**src/rtl/core/hcf_pkg.sv**
```systemverilog
// Shared constants, types and helper functions for the Harris corner flag stream.
package hcf_pkg;

    localparam int DEF_MAX_WIDTH  = 1024;
    localparam int DEF_MAX_HEIGHT = 1024;
    localparam int RING_ROWS      = 8;
    localparam int RING_BITS      = 3;

    localparam int CFG_IDX_W  = 2;
    localparam int CFG_DATA_W = 11;
    localparam logic [CFG_IDX_W-1:0] CFG_IMAGE_WIDTH  = 2'd0;
    localparam logic [CFG_IDX_W-1:0] CFG_IMAGE_HEIGHT = 2'd1;
    localparam logic [CFG_DATA_W-1:0] RESET_WIDTH  = 11'd640;
    localparam logic [CFG_DATA_W-1:0] RESET_HEIGHT = 11'd480;

    localparam logic REQ_PIXEL = 1'b0;
    localparam logic REQ_DRAIN = 1'b1;

    localparam int PIX_W   = 8;
    localparam int COORD_W = 10;
    localparam int GRAD_W  = 12;
    localparam int SHAPE_W = 8;
    localparam int MOM_W   = 18;
    localparam int OP_W    = 19;
    localparam int PROD_W  = 38;
    localparam int CMP_W   = 43;

    typedef struct packed {
        logic [MOM_W-1:0] sxx;
        logic [MOM_W-1:0] sxy;
        logic [MOM_W-1:0] syy;
    } mom_sums_t;

    typedef enum logic [2:0] {
        ST_IDLE,
        ST_CHECK,
        ST_MOM,
        ST_RESP,
        ST_PUT
    } top_state_t;

    typedef enum logic [2:0] {
        RS_IDLE,
        RS_P1,
        RS_P2,
        RS_P3,
        RS_SUM,
        RS_CMP
    } resp_state_t;

    function automatic logic signed [2:0] coef_x(input logic [1:0] a, input logic [1:0] b);
        logic signed [2:0] m;
        begin
            m = (a == 2'd1) ? 3'sd2 : 3'sd1;
            case (b)
                2'd0:    coef_x = -m;
                2'd2:    coef_x = m;
                default: coef_x = 3'sd0;
            endcase
        end
    endfunction

    function automatic logic signed [2:0] coef_y(input logic [1:0] a, input logic [1:0] b);
        logic signed [2:0] m;
        begin
            m = (b == 2'd1) ? 3'sd2 : 3'sd1;
            case (a)
                2'd0:    coef_y = m;
                2'd2:    coef_y = -m;
                default: coef_y = 3'sd0;
            endcase
        end
    endfunction

    function automatic logic [SHAPE_W-1:0] shape_grad(input logic signed [GRAD_W-1:0] v);
        logic signed [GRAD_W-1:0] lo;
        logic signed [GRAD_W-1:0] hi;
        logic signed [GRAD_W-1:0] d;
        begin
            lo = GRAD_W'(127);
            hi = GRAD_W'(255);
            d  = v - lo;
            if (v <= lo)
                shape_grad = '0;
            else if (v >= hi)
                shape_grad = SHAPE_W'(128);
            else
                shape_grad = d[SHAPE_W-1:0];
        end
    endfunction

endpackage

```
**src/rtl/core/hcf_resp.sv**
```systemverilog
// Harris response test: 25*det > trace^2 with one shared multiplier used in turn for each product.
module hcf_resp (
    input  logic               clk,
    input  logic               rst_n,
    input  logic               start,
    input  hcf_pkg::mom_sums_t sums,
    output logic               done,
    output logic               corner
);
    import hcf_pkg::*;

    resp_state_t state_reg, state_next;
    logic [OP_W-1:0]   op_a_reg, op_b_reg;
    logic [PROD_W-1:0] prod_reg;
    logic [CMP_W-1:0]  lhs_reg, rhs_reg;
    logic [CMP_W-1:0]  prod25;
    logic [OP_W-1:0]   trace;

    assign trace  = OP_W'(sums.sxx) + OP_W'(sums.syy);
    assign prod25 = (CMP_W'(prod_reg) << 4) + (CMP_W'(prod_reg) << 3) + CMP_W'(prod_reg);

    always_ff @(posedge clk or negedge rst_n)
    begin
        if (!rst_n)
        begin
            state_reg <= RS_IDLE;
        end
        else
        begin
            state_reg <= state_next;
        end
    end

    always_comb
    begin
        state_next = state_reg;
        done       = 1'b0;
        corner     = lhs_reg > rhs_reg;
        case (state_reg)
            RS_IDLE:
            begin
                if (start)
                begin
                    state_next = RS_P1;
                end
            end
            RS_P1:  state_next = RS_P2;
            RS_P2:  state_next = RS_P3;
            RS_P3:  state_next = RS_SUM;
            RS_SUM: state_next = RS_CMP;
            RS_CMP:
            begin
                done       = 1'b1;
                state_next = RS_IDLE;
            end
            default: state_next = RS_IDLE;
        endcase
    end

    always_ff @(posedge clk)
    begin
        prod_reg <= PROD_W'(op_a_reg) * PROD_W'(op_b_reg);
        case (state_reg)
            RS_IDLE:
            begin
                op_a_reg <= OP_W'(sums.sxx);
                op_b_reg <= OP_W'(sums.syy);
            end
            RS_P1:
            begin
                op_a_reg <= OP_W'(sums.sxy);
                op_b_reg <= OP_W'(sums.sxy);
            end
            RS_P2:
            begin
                lhs_reg  <= prod25;
                op_a_reg <= trace;
                op_b_reg <= trace;
            end
            RS_P3:
            begin
                rhs_reg <= prod25;
            end
            RS_SUM:
            begin
                rhs_reg <= rhs_reg + CMP_W'(prod_reg);
            end
            default:
            begin
            end
        endcase
    end

endmodule

```
**config.mk**
```make
export PLATFORM = sky130hd
export DESIGN_NAME = hcf_resp
export DESIGN_NICKNAME = d
export VERILOG_FILES = /design/src/rtl/core/hcf_pkg.sv /design/src/rtl/core/hcf_resp.sv
export SDC_FILE = /design/constraint.sdc
export NUM_CORES = 1
export LEC_CHECK = 0
export BUFFER_PORTS_ARGS = -buffer_cell sky130_fd_sc_hd__buf_2
export CAP_MARGIN = 25
export CORE_ASPECT_RATIO = 0.9
export CORE_MARGIN = 2
export CORE_UTILIZATION = 45
export CTS_CLUSTER_SIZE = 30
export DETAILED_ROUTE_END_ITERATION = 7
export GPL_TIMING_DRIVEN = 1
export HOLD_SLACK_MARGIN = 0.02
export PLACE_DENSITY = 0.6
export SKIP_CTS_REPAIR_TIMING = 1
export SYNTH_ARGS = -nofsm -noshare
export SYNTH_HDL_FRONTEND = slang
export SYNTH_SLANG_ARGS = --single-unit
```
**constraint.sdc**
```tcl
create_clock -name clk -period 9.1 [get_ports clk]
set_clock_uncertainty 0.1 [all_clocks]
set_input_delay 0.91 -clock clk [delete_from_list [all_inputs] [get_ports clk]]
set_output_delay 0.91 -clock clk [all_outputs]
set_load 0.005 [all_outputs]
```
==> results.yml <==
die:
  die_area_sq_um: 55200
  fp-row-count: 80
  ios: 59
  core_area_sq_um: 52900
  start_util_pct: 45.4
  die_y_um: 223
  die-width_um: 248
layout:
  final_common_cell: "inv_1"
  syn_to_final_growth_pct: 6.45
  instances_no_fill: 3260
  antenna-diode-count: 0
  drive_above_1_share_pct: 5.85
  fin_util_pct: 48.4
  final_cell_mix: "428 x inv_1, 325 x fa_1, 310 x nand2_1"
  fin_nets: 3196
clocking:
  cts.sinks: 164
  clockBufferDepth: 2
  h-tree-depth: 4
  cts-root-buf: "clkbuf_16"
  cts_tree: "yes"
  insertion_delay_ns: 0.49
  clk_pin_slew_worst_paths_ns: 0.08
  numCtsBuffers: 17
timing:
  post-route-min-period_ns: 7.00
  finalSetupViolations: 0
  worst_slew_pin_slew_ns: 0.919
  finalSetupTns_ns: 0
  fmax_mhz: 143
  relSlewSlack_pct: 38.7
  slew_violations: 0
  finalCritPeriodShare_pct: 76.9
  rsz0062_at_grt: "no"
  final_hold_viol_count: 0
yosys:
  synthDominantCellAreaShare_pct: 27.1
  dominantRegCellSynth: "edfxtp_1"
  synth_compound_area_share_pct: 12.8
  yosys.area_share.adder_pct: 40.8
  synth_area_leaders: "fa_1 27%, edfxtp_1 15%, ha_1 14%"
  synth-simple-area-share_pct: 14.3
  syn-instance-count: 2546
  synth-edff-count: 123
  synth.mux.area_fraction_pct: 0.771
  syn-num-nets: 3192
  synth_cell_types: 89
  syn-cell-area_sq_um: 24000
  synth.yosys.seq_area_share_pct: 18.9
  async_flop_share_pct: 1.83
  ys_warn_count: 0
  synth_top_family_by_area: "adder cells"
  synth_top_area_cell: "fa_1"
  ys_ff_latch: 164
  synth.avg_cell_area_sq_um: 9.43
  synth-xor-area-share_pct: 4.38
worst_setup_path:
  endpoint_kind: "register"
  crit_type: "register to register"
  r2r_start: "op_a_reg[9]"
  critPathCapture: "prod_reg[37]"
  worst_ep_required_time_ns: 9.42
  cp_max_fo: 19
  cp-startpoint: "op_a_reg[9]"
  ff2ff_path_depth: 22
  rrSetupSlack_ns: 2.10
  worstSetupStartpointType: "register"
  r2r-end: "prod_reg[37]"
  worst_ep_arrival_time_ns: 7.32
global_routing:
  grt_pass1_vias: 18244
  grt_first_pass_wirelength_mm: 94.5
  grt_max_degree: 56
  antenna_found_initial: 1
  grt_use_met2_pct: 33.9
  grt_busiest_layer: "met2"
  grt-ovfl-total: 0
  use_met1_pct: 31.1
  groute.usage.overall_pct: 21.7
  use_met3_pct: 3.91
drt:
  drc_errors: 0
  vias: 17329
  first_pass_iters: 5
  drt_iter0_drc: 947
  finalWirelength_mm: 56.7
  routedWlPerCell_um: 17.4
  via_per_inst: 5.32
  drtAntennaViolNets: 0
min_path:
  hp-class: "primary input to async pin"
placed_design:
  dpl.cell_count: 3228
  gp_congestion: 0.894
  io_buffers: 58
  hpwl_mm: 45.8
run_status:
  status: "completed"
job:
  cap_violations: 0
## worst min path at each step
stage	to	from	slack (ns)
after floorplan	state_reg[0]	state_reg[0]	0.39
after global placement	lhs_reg[0]	prod_reg[0]	0.46
after detailed placement	lhs_reg[0]	prod_reg[0]	0.47
after CTS	state_reg[1]	rst_n	0.08
after global routing	state_reg[1]	rst_n	0.09
final	state_reg[1]	rst_n	0.11
## worst max-delay path, cell delays in order (launching register included)
cell	delay, ns
edfxtp_1	0.85
and2_1	0.25
fa_1	0.44
fa_1	0.51
inv_1	0.05
fa_1	0.47
inv_1	0.05
fa_1	0.49
fa_1	0.55
inv_1	0.05
fa_1	0.48
inv_1	0.04
ha_1	0.33
o21ai_0	0.19
inv_1	0.08
a2111oi_0	0.47
a21oi_1	0.23
a21oi_2	0.25
o21ai_1	0.19
o41ai_2	0.37
o21ai_0	0.16
a21oi_1	0.19
xnor2_1	0.13
## layer usage
layer / vias up / share of wire [%]
li1: 8318 / -
met1: 8518 / 49
met2: 441 / 45
met3: 52 / 5.2
met4: 0 / 1.6
met5: - / 0
## cells by family (layout without fill, tap and decap cells)
family / count (synthesis) / in the layout
simple gates: 698 / 698
mux: 16 / 16
flops: 164 / 164
compound gates: 449 / 449
fa+ha+maj: 589 / 589
xor+xnor: 120 / 120
buf+inv: 510 / 527
## final cells by class
class,instances,area (sq um)
clock buffers,20,457
clock inverters,12,143
fillers,4966,27300
inverters,429,1610
multi-input cells,1872,17600
flip-flops and latches,164,4530
well taps,697,872
repair buffers,66,363
## synth_stat cells, types with 11 or more instances
cell type  instances
a21o_1           100
nand3_1           30
inv_1            428
nand2_1          311
nor2b_1           15
xor2_1            37
clkbuf_1          74
o21ai_1           11
dfxtp_1           38
nor2_1            54
a21oi_1          125
mux2_2            12
o21a_1            11
nor3_1            20
and3_1            12
o21bai_1          20
xnor2_1           83
edfxtp_1         123
o21ai_0           69
ha_1             264
fa_1             325
and2_1           203
nand4_1           15
## per-stage QoR
| stage | hold slack (ns) | worst slack, ns | area, sq um |
|---|---|---|---|
| floorplan | 0.393 | 2.82 | 24000 |
| global placement | 0.456 | 2.32 | 25000 |
| detailed placement | 0.473 | 2.18 | 25000 |
| CTS | 0.0784 | 2.16 | 25600 |
| global route | 0.0875 | 1.64 | 25600 |
| finish | 0.109 | 2.10 | 25600 |
Power is left out: the tool's default activity adds up to more than one toggle a clock period on the data nets, which glitch-free logic cannot reach.
