<file path="src/rtl/core/hcf_pkg.sv">
// Shared constants, types and helper functions for the Harris corner flag stream.
package hcf_pkg;

    localparam int DEF_MAX_WIDTH  = 1024;
    localparam int DEF_MAX_HEIGHT = 1024;
    localparam int RING_ROWS      = 8;
    localparam int RING_BITS      = 3;

    localparam int CFG_IDX_W  = 2;
    localparam int CFG_DATA_W = 11;
    localparam logic [CFG_IDX_W-1:0] CFG_IMAGE_WIDTH  = 2'd0;
    localparam logic [CFG_IDX_W-1:0] CFG_IMAGE_HEIGHT = 2'd1;
    localparam logic [CFG_DATA_W-1:0] RESET_WIDTH  = 11'd640;
    localparam logic [CFG_DATA_W-1:0] RESET_HEIGHT = 11'd480;

    localparam logic REQ_PIXEL = 1'b0;
    localparam logic REQ_DRAIN = 1'b1;

    localparam int PIX_W   = 8;
    localparam int COORD_W = 10;
    localparam int GRAD_W  = 12;
    localparam int SHAPE_W = 8;
    localparam int MOM_W   = 18;
    localparam int OP_W    = 19;
    localparam int PROD_W  = 38;
    localparam int CMP_W   = 43;

    typedef struct packed {
        logic [MOM_W-1:0] sxx;
        logic [MOM_W-1:0] sxy;
        logic [MOM_W-1:0] syy;
    } mom_sums_t;

    typedef enum logic [2:0] {
        ST_IDLE,
        ST_CHECK,
        ST_MOM,
        ST_RESP,
        ST_PUT
    } top_state_t;

    typedef enum logic [2:0] {
        RS_IDLE,
        RS_P1,
        RS_P2,
        RS_P3,
        RS_SUM,
        RS_CMP
    } resp_state_t;

    function automatic logic signed [2:0] coef_x(input logic [1:0] a, input logic [1:0] b);
        logic signed [2:0] m;
        begin
            m = (a == 2'd1) ? 3'sd2 : 3'sd1;
            case (b)
                2'd0:    coef_x = -m;
                2'd2:    coef_x = m;
                default: coef_x = 3'sd0;
            endcase
        end
    endfunction

    function automatic logic signed [2:0] coef_y(input logic [1:0] a, input logic [1:0] b);
        logic signed [2:0] m;
        begin
            m = (b == 2'd1) ? 3'sd2 : 3'sd1;
            case (a)
                2'd0:    coef_y = m;
                2'd2:    coef_y = -m;
                default: coef_y = 3'sd0;
            endcase
        end
    endfunction

    function automatic logic [SHAPE_W-1:0] shape_grad(input logic signed [GRAD_W-1:0] v);
        logic signed [GRAD_W-1:0] lo;
        logic signed [GRAD_W-1:0] hi;
        logic signed [GRAD_W-1:0] d;
        begin
            lo = GRAD_W'(127);
            hi = GRAD_W'(255);
            d  = v - lo;
            if (v <= lo)
                shape_grad = '0;
            else if (v >= hi)
                shape_grad = SHAPE_W'(128);
            else
                shape_grad = d[SHAPE_W-1:0];
        end
    endfunction

endpackage

</file>
<file path="src/rtl/core/hcf_moments.sv">
// Gradient sequencer: reads pixel neighborhoods, forms Sobel gradients, sums moments.
module hcf_moments #(
    parameter int MAX_WIDTH  = hcf_pkg::DEF_MAX_WIDTH,
    parameter int MAX_HEIGHT = hcf_pkg::DEF_MAX_HEIGHT
) (
    input  logic                                                 clk,
    input  logic                                                 rst_n,
    input  logic                                                 start,
    input  logic [$clog2(MAX_WIDTH+1)-1:0]                       anchor_col,
    input  logic [$clog2(MAX_HEIGHT+1)-1:0]                      anchor_row,
    input  logic [$clog2(MAX_WIDTH+1)-1:0]                       width,
    input  logic [$clog2(MAX_HEIGHT+1)-1:0]                      height,
    output logic                                                 rd_en,
    output logic [hcf_pkg::RING_BITS+$clog2(MAX_WIDTH)-1:0]      rd_addr,
    input  logic [hcf_pkg::PIX_W-1:0]                            rd_data,
    output logic                                                 done,
    output hcf_pkg::mom_sums_t                                   sums
);
    import hcf_pkg::*;

    localparam int CW   = $clog2(MAX_WIDTH + 1);
    localparam int RW   = $clog2(MAX_HEIGHT + 1);
    localparam int COLA = $clog2(MAX_WIDTH);

    logic             run_reg;
    logic [1:0]       gi_reg, gj_reg, ni_reg, nj_reg;
    logic [RW:0]      u_row, p_row;
    logic [CW:0]      u_col, p_col;
    logic             oob;
    logic             nb_last, g_last;

    logic             s1_valid_reg, s1_oob_reg, s1_first_reg, s1_last_reg, s1_final_reg;
    logic [1:0]       s1_ni_reg, s1_nj_reg;
    logic [PIX_W-1:0] pix;
    logic signed [GRAD_W-1:0] cx, cy, gx_sum, gy_sum;
    logic signed [GRAD_W-1:0] gx_acc_reg, gy_acc_reg;

    logic               s2_valid_reg, s2_final_reg;
    logic [SHAPE_W-1:0] gxs_reg, gys_reg;
    logic               done_reg;
    mom_sums_t          sums_reg;

    assign u_row = (RW+1)'(anchor_row) + (RW+1)'(gi_reg) + (RW+1)'(ni_reg);
    assign u_col = (CW+1)'(anchor_col) + (CW+1)'(gj_reg) + (CW+1)'(nj_reg);
    assign p_row = u_row - (RW+1)'(1);
    assign p_col = u_col - (CW+1)'(1);
    assign oob   = (u_row == '0) || (u_row > {1'b0, height})
                || (u_col == '0) || (u_col > {1'b0, width});

    assign rd_en   = run_reg && !oob;
    assign rd_addr = {p_row[RING_BITS-1:0], p_col[COLA-1:0]};

    assign nb_last = (ni_reg == 2'd2) && (nj_reg == 2'd2);
    assign g_last  = (gi_reg == 2'd2) && (gj_reg == 2'd2);

    assign pix    = s1_oob_reg ? '0 : rd_data;
    assign cx     = GRAD_W'(coef_x(s1_ni_reg, s1_nj_reg)) * GRAD_W'($signed({1'b0, pix}));
    assign cy     = GRAD_W'(coef_y(s1_ni_reg, s1_nj_reg)) * GRAD_W'($signed({1'b0, pix}));
    assign gx_sum = (s1_first_reg ? '0 : gx_acc_reg) + cx;
    assign gy_sum = (s1_first_reg ? '0 : gy_acc_reg) + cy;

    always_ff @(posedge clk or negedge rst_n)
    begin
        if (!rst_n)
        begin
            run_reg      <= 1'b0;
            s1_valid_reg <= 1'b0;
            s2_valid_reg <= 1'b0;
            done_reg     <= 1'b0;
        end
        else
        begin
            s1_valid_reg <= run_reg;
            s2_valid_reg <= s1_valid_reg && s1_last_reg;
            done_reg     <= s2_valid_reg && s2_final_reg;
            if (start)
            begin
                run_reg <= 1'b1;
            end
            else if (run_reg && nb_last && g_last)
            begin
                run_reg <= 1'b0;
            end
        end
    end

    always_ff @(posedge clk)
    begin
        if (start)
        begin
            gi_reg   <= '0;
            gj_reg   <= '0;
            ni_reg   <= '0;
            nj_reg   <= '0;
            sums_reg <= '0;
        end
        else
        begin
            if (run_reg)
            begin
                nj_reg <= (nj_reg == 2'd2) ? 2'd0 : nj_reg + 2'd1;
                if (nj_reg == 2'd2)
                begin
                    ni_reg <= (ni_reg == 2'd2) ? 2'd0 : ni_reg + 2'd1;
                end
                if (nb_last)
                begin
                    gj_reg <= (gj_reg == 2'd2) ? 2'd0 : gj_reg + 2'd1;
                    if (gj_reg == 2'd2)
                    begin
                        gi_reg <= gi_reg + 2'd1;
                    end
                end
            end
            if (s2_valid_reg)
            begin
                sums_reg.sxx <= sums_reg.sxx + MOM_W'(gxs_reg) * MOM_W'(gxs_reg);
                sums_reg.sxy <= sums_reg.sxy + MOM_W'(gxs_reg) * MOM_W'(gys_reg);
                sums_reg.syy <= sums_reg.syy + MOM_W'(gys_reg) * MOM_W'(gys_reg);
            end
        end
        s1_oob_reg   <= oob;
        s1_ni_reg    <= ni_reg;
        s1_nj_reg    <= nj_reg;
        s1_first_reg <= (ni_reg == 2'd0) && (nj_reg == 2'd0);
        s1_last_reg  <= nb_last;
        s1_final_reg <= nb_last && g_last;
        if (s1_valid_reg)
        begin
            gx_acc_reg <= gx_sum;
            gy_acc_reg <= gy_sum;
        end
        gxs_reg      <= shape_grad(gx_sum);
        gys_reg      <= shape_grad(gy_sum);
        s2_final_reg <= s1_final_reg;
    end

    assign done = done_reg;
    assign sums = sums_reg;

endmodule

</file>
<file path="config.mk">
export PLATFORM = sky130hd
export DESIGN_NAME = hcf_moments
export DESIGN_NICKNAME = d
export VERILOG_FILES = /design/src/rtl/core/hcf_pkg.sv /design/src/rtl/core/hcf_moments.sv
export SDC_FILE = /design/constraint.sdc
export NUM_CORES = 1
export LEC_CHECK = 0
export BUFFER_PORTS_ARGS = -buffer_cell sky130_fd_sc_hd__buf_4
export CAP_MARGIN = 30
export CORE_MARGIN = 2
export CORE_UTILIZATION = 40
export CTS_CLUSTER_SIZE = 16
export DETAILED_ROUTE_END_ITERATION = 16
export PLACE_DENSITY_LB_ADDON = 0.1
export SYNTH_ARGS = -nofsm -noshare
export SYNTH_HDL_FRONTEND = slang
export SYNTH_SLANG_ARGS = --single-unit
</file>
<file path="constraint.sdc">
create_clock -name clk -period 8.33 [get_ports clk]
set_input_delay 1.666 -clock clk [delete_from_list [all_inputs] [get_ports clk]]
set_output_delay 1.666 -clock clk [all_outputs]
set_load 0.05 [all_outputs]
</file>
==> flow_summary.json <==
{
  "drc": 0,
  "post-place-ws_ns": 1.07,
  "post_cts_buffers": 0,
  "post-route-period-util_pct": 86.9,
  "worstSkewPairLatency_ns": 0.43,
  "critPathArrivalTime_ns": 5.58,
  "ios": 124,
  "antenna_cells": 0,
  "numCtsBuffers": 17,
  "cp_max_fo": 3,
  "relSlewSlack_pct": 41.6,
  "crit_type": "primary input to output pin",
  "p_total_mw": 2.89,
  "cts_hold_buf": 0,
  "gr-usage-all-layers_pct": 18.8,
  "synth-edff-count": 24,
  "crit_path_end_kind": "output pin",
  "worst_ir_drop_vdd_v": 0.000178,
  "yosysTopAreaCellShare_pct": 22.7,
  "gr-total-overflow": 0,
  "drtIter0Drc": 436,
  "dieArea_um2": 38100,
  "synth_area_leaders": "fa_1, ha_1, dfxtp_1",
  "final_layout_size_suffix_gt1_share_pct": 10.8,
  "finish.instance_area_um2": 16600,
  "core.rowCount": 70,
  "die_h_um": 195,
  "fmax_mhz": 138,
  "postRouteWirelength_um": 33400,
  "syn_avg_cell_area_um2": 9.00,
  "hold_class": "flop to flop",
  "finalClockSkew_ns": 0.00973,
  "netlist_instances": 1625,
  "clk_pin_slew_ns": 0.06,
  "cts_buffer_depth": 2,
  "yosys.area.top_type": "fa_1",
  "p_leak_nw": 8.38,
  "via_per_inst": 5.05,
  "final_max_slew_viol_count": 0,
  "syn-num-nets": 2045,
  "setup_ws_ns": 1.09,
  "core_um2": 36300,
  "run_status": "complete, no violations",
  "num_vias": 11100,
  "final.fill_count": 3544,
  "worst_setup_path_start_kind": "primary input",
  "htree_levels": 4,
  "start_util_pct": 40.3,
  "antenna_found_initial": 0,
  "final_net_count": 2145,
  "ys_ff_latch": 115,
  "rsz0062_at_grt": "no",
  "final_cells": 2206,
  "grt_max_degree": 74,
  "tns_ns": 0,
  "final_hold_viol_count": 0,
  "grt_pass1_vias": 11500,
  "maxCapViolations": 0,
  "cts_sinks": 115,
  "required_ns": 6.66,
  "syn_area_um2": 14600,
  "die_x_um": 195,
  "hpwlAfterDp_um": 26100,
  "drtPass1Iterations": 5,
  "worst_pin_slew_ns": 0.877,
  "finalSetupViolCount": 0,
  "hold_ws_ns": 0.325,
  "syn_to_final_growth_pct": 13.5,
  "drtAntennaViolNets": 0,
  "io_buffers": 123,
  "grt_pass1_wl_um": 57400,
  "synthArstFlopShare_pct": 3.48,
  "ys_seq_area_share_pct": 17.5,
  "placed_cell_area_um2": 16000,
  "cts_root_buf": "clkbuf_16",
  "ys_types": 84,
  "dp.cells": 2174,
  "routabilityCongestion": 0.814,
  "power-per-cell-area_nw_per_um2": 174,
  "cts_tree": "yes",
  "largest_register_ff_count": 54,
  "wire_per_inst_um": 15.1,
  "ctsResizeCount": 0,
  "ys.flop_type": "dfxtp_1",
  "synth_warnings": 0,
  "final_util_pct": 45.7,
  "finalCriticalPeriod_ns": 7.24
}
-- cells in the mapped netlist (3+ instances only) --
cell	count
ha_1	199
a21oi_1	60
or2_2	5
o21bai_1	5
a2111oi_0	3
and2_1	70
edfxtp_1	24
a21boi_0	5
buf_2	4
nand2b_1	24
and3_1	10
xnor2_1	70
inv_1	256
o21a_1	12
a21o_1	24
nand4_1	12
nand3b_1	7
nor2_1	138
dfxtp_1	87
nor4b_1	5
nor3_1	26
nand2_1	116
nor3_2	3
a211oi_1	16
a31oi_1	4
buf_1	4
mux2i_1	31
nor2b_1	38
xor2_1	19
nor4_1	4
o21ai_1	4
or3_1	5
a221oi_1	3
dfrtp_1	4
and4_1	4
fa_1	166
o21ai_0	31
o211ai_1	3
nand3_1	25
o31ai_1	6
a311o_1	4
clkbuf_1	38
or4_1	5
-- where the power goes --
part | internal (mW) | total, mW | leakage, nW | switching, mW
registers | 0.676 | 0.821 | 1.02 | 0.145
clock network | 0.467 | 0.775 | 0.298 | 0.308
logic | 0.537 | 1.30 | 7.07 | 0.760
-- cell type report --
type                    count  area, µm²  share of cell area [%]
inverters                 259        972                    5.85
well taps                 468        586                    3.52
repair buffers            127        953                    5.74
clock buffers              21        503                    3.03
multi-input cells        1205      10900                    65.7
flip-flops and latches    115       2560                    15.4
clock inverters            11        114                   0.685
-- metal layers --
| metal | GRT usage, % | up-vias | share of wire (%) |
|---|---|---|---|
| met1 | 25.2 | 5413 | 48 |
| met5 | 0 | - | 0 |
| li1 | - | 5537 | - |
| met2 | 31.6 | 148 | 47 |
| met3 | 2.80 | 32 | 2.9 |
| met4 | 5.03 | 0 | 1.8 |
-- cell usage in the layout (no fill, tap or decap), drive strengths merged, types with 7 or more instances in the layout --
cell / instances
inv: 260
ha: 199
fa: 166
nor2: 139
buf: 127
nand2: 116
dfxtp: 87
and2: 70
xnor2: 70
a21oi: 62
nor2b: 39
o21ai: 35
mux2i: 31
nor3: 29
nand3: 25
nand2b: 24
a21o: 24
edfxtp: 24
clkbuf: 21
xor2: 19
a211oi: 17
o21a: 13
nand4: 12
and3: 10
nand3b: 7
o31ai: 7
clkinv: 7
-- critical path, cell delays in order --
cell,delay (ns)
buf_4,0.12
fa_1,0.53
ha_1,0.17
inv_1,0.05
fa_1,0.39
inv_1,0.11
nand3_1,0.13
nor2_1,0.25
nand3_1,0.13
xnor2_1,0.28
ha_1,0.30
and3_1,0.16
nand3_1,0.10
a211oi_1,0.06
o41a_1,0.37
a221oi_1,0.30
and4_1,0.25
buf_4,0.20
-- kinds of logic (layout without fill, tap and decap cells) --
family / Yosys count / after routing / synth area share [%]
AOI/OAI and AO/OA: 209 / 209 / 9.73
xor gates and xnor gates: 89 / 89 / 5.33
adders and majority gates: 365 / 365 / 39.7
buffers and inverters: 305 / 418 / 7.86
DFF: 115 / 115 / 17.5
muxes: 33 / 33 / 2.27
and+or+nand+nor: 509 / 509 / 17.6
-- path summary, 6_finish.rpt --
path,start,to,slack [ns],cells past startpoint
min reg2reg,s1_final_reg,s2_final_reg,0.33,0
min,s1_final_reg,s2_final_reg,0.33,0
max in group asynchronous,rst_n,s2_valid_reg,7.18,1
max,anchor_col[1],rd_en,1.09,18
max reg2reg,s1_nj_reg[0],gys_reg[1],3.05,17
min in group asynchronous,rst_n,done,1.02,1
(Power assumes the default switching activity.)
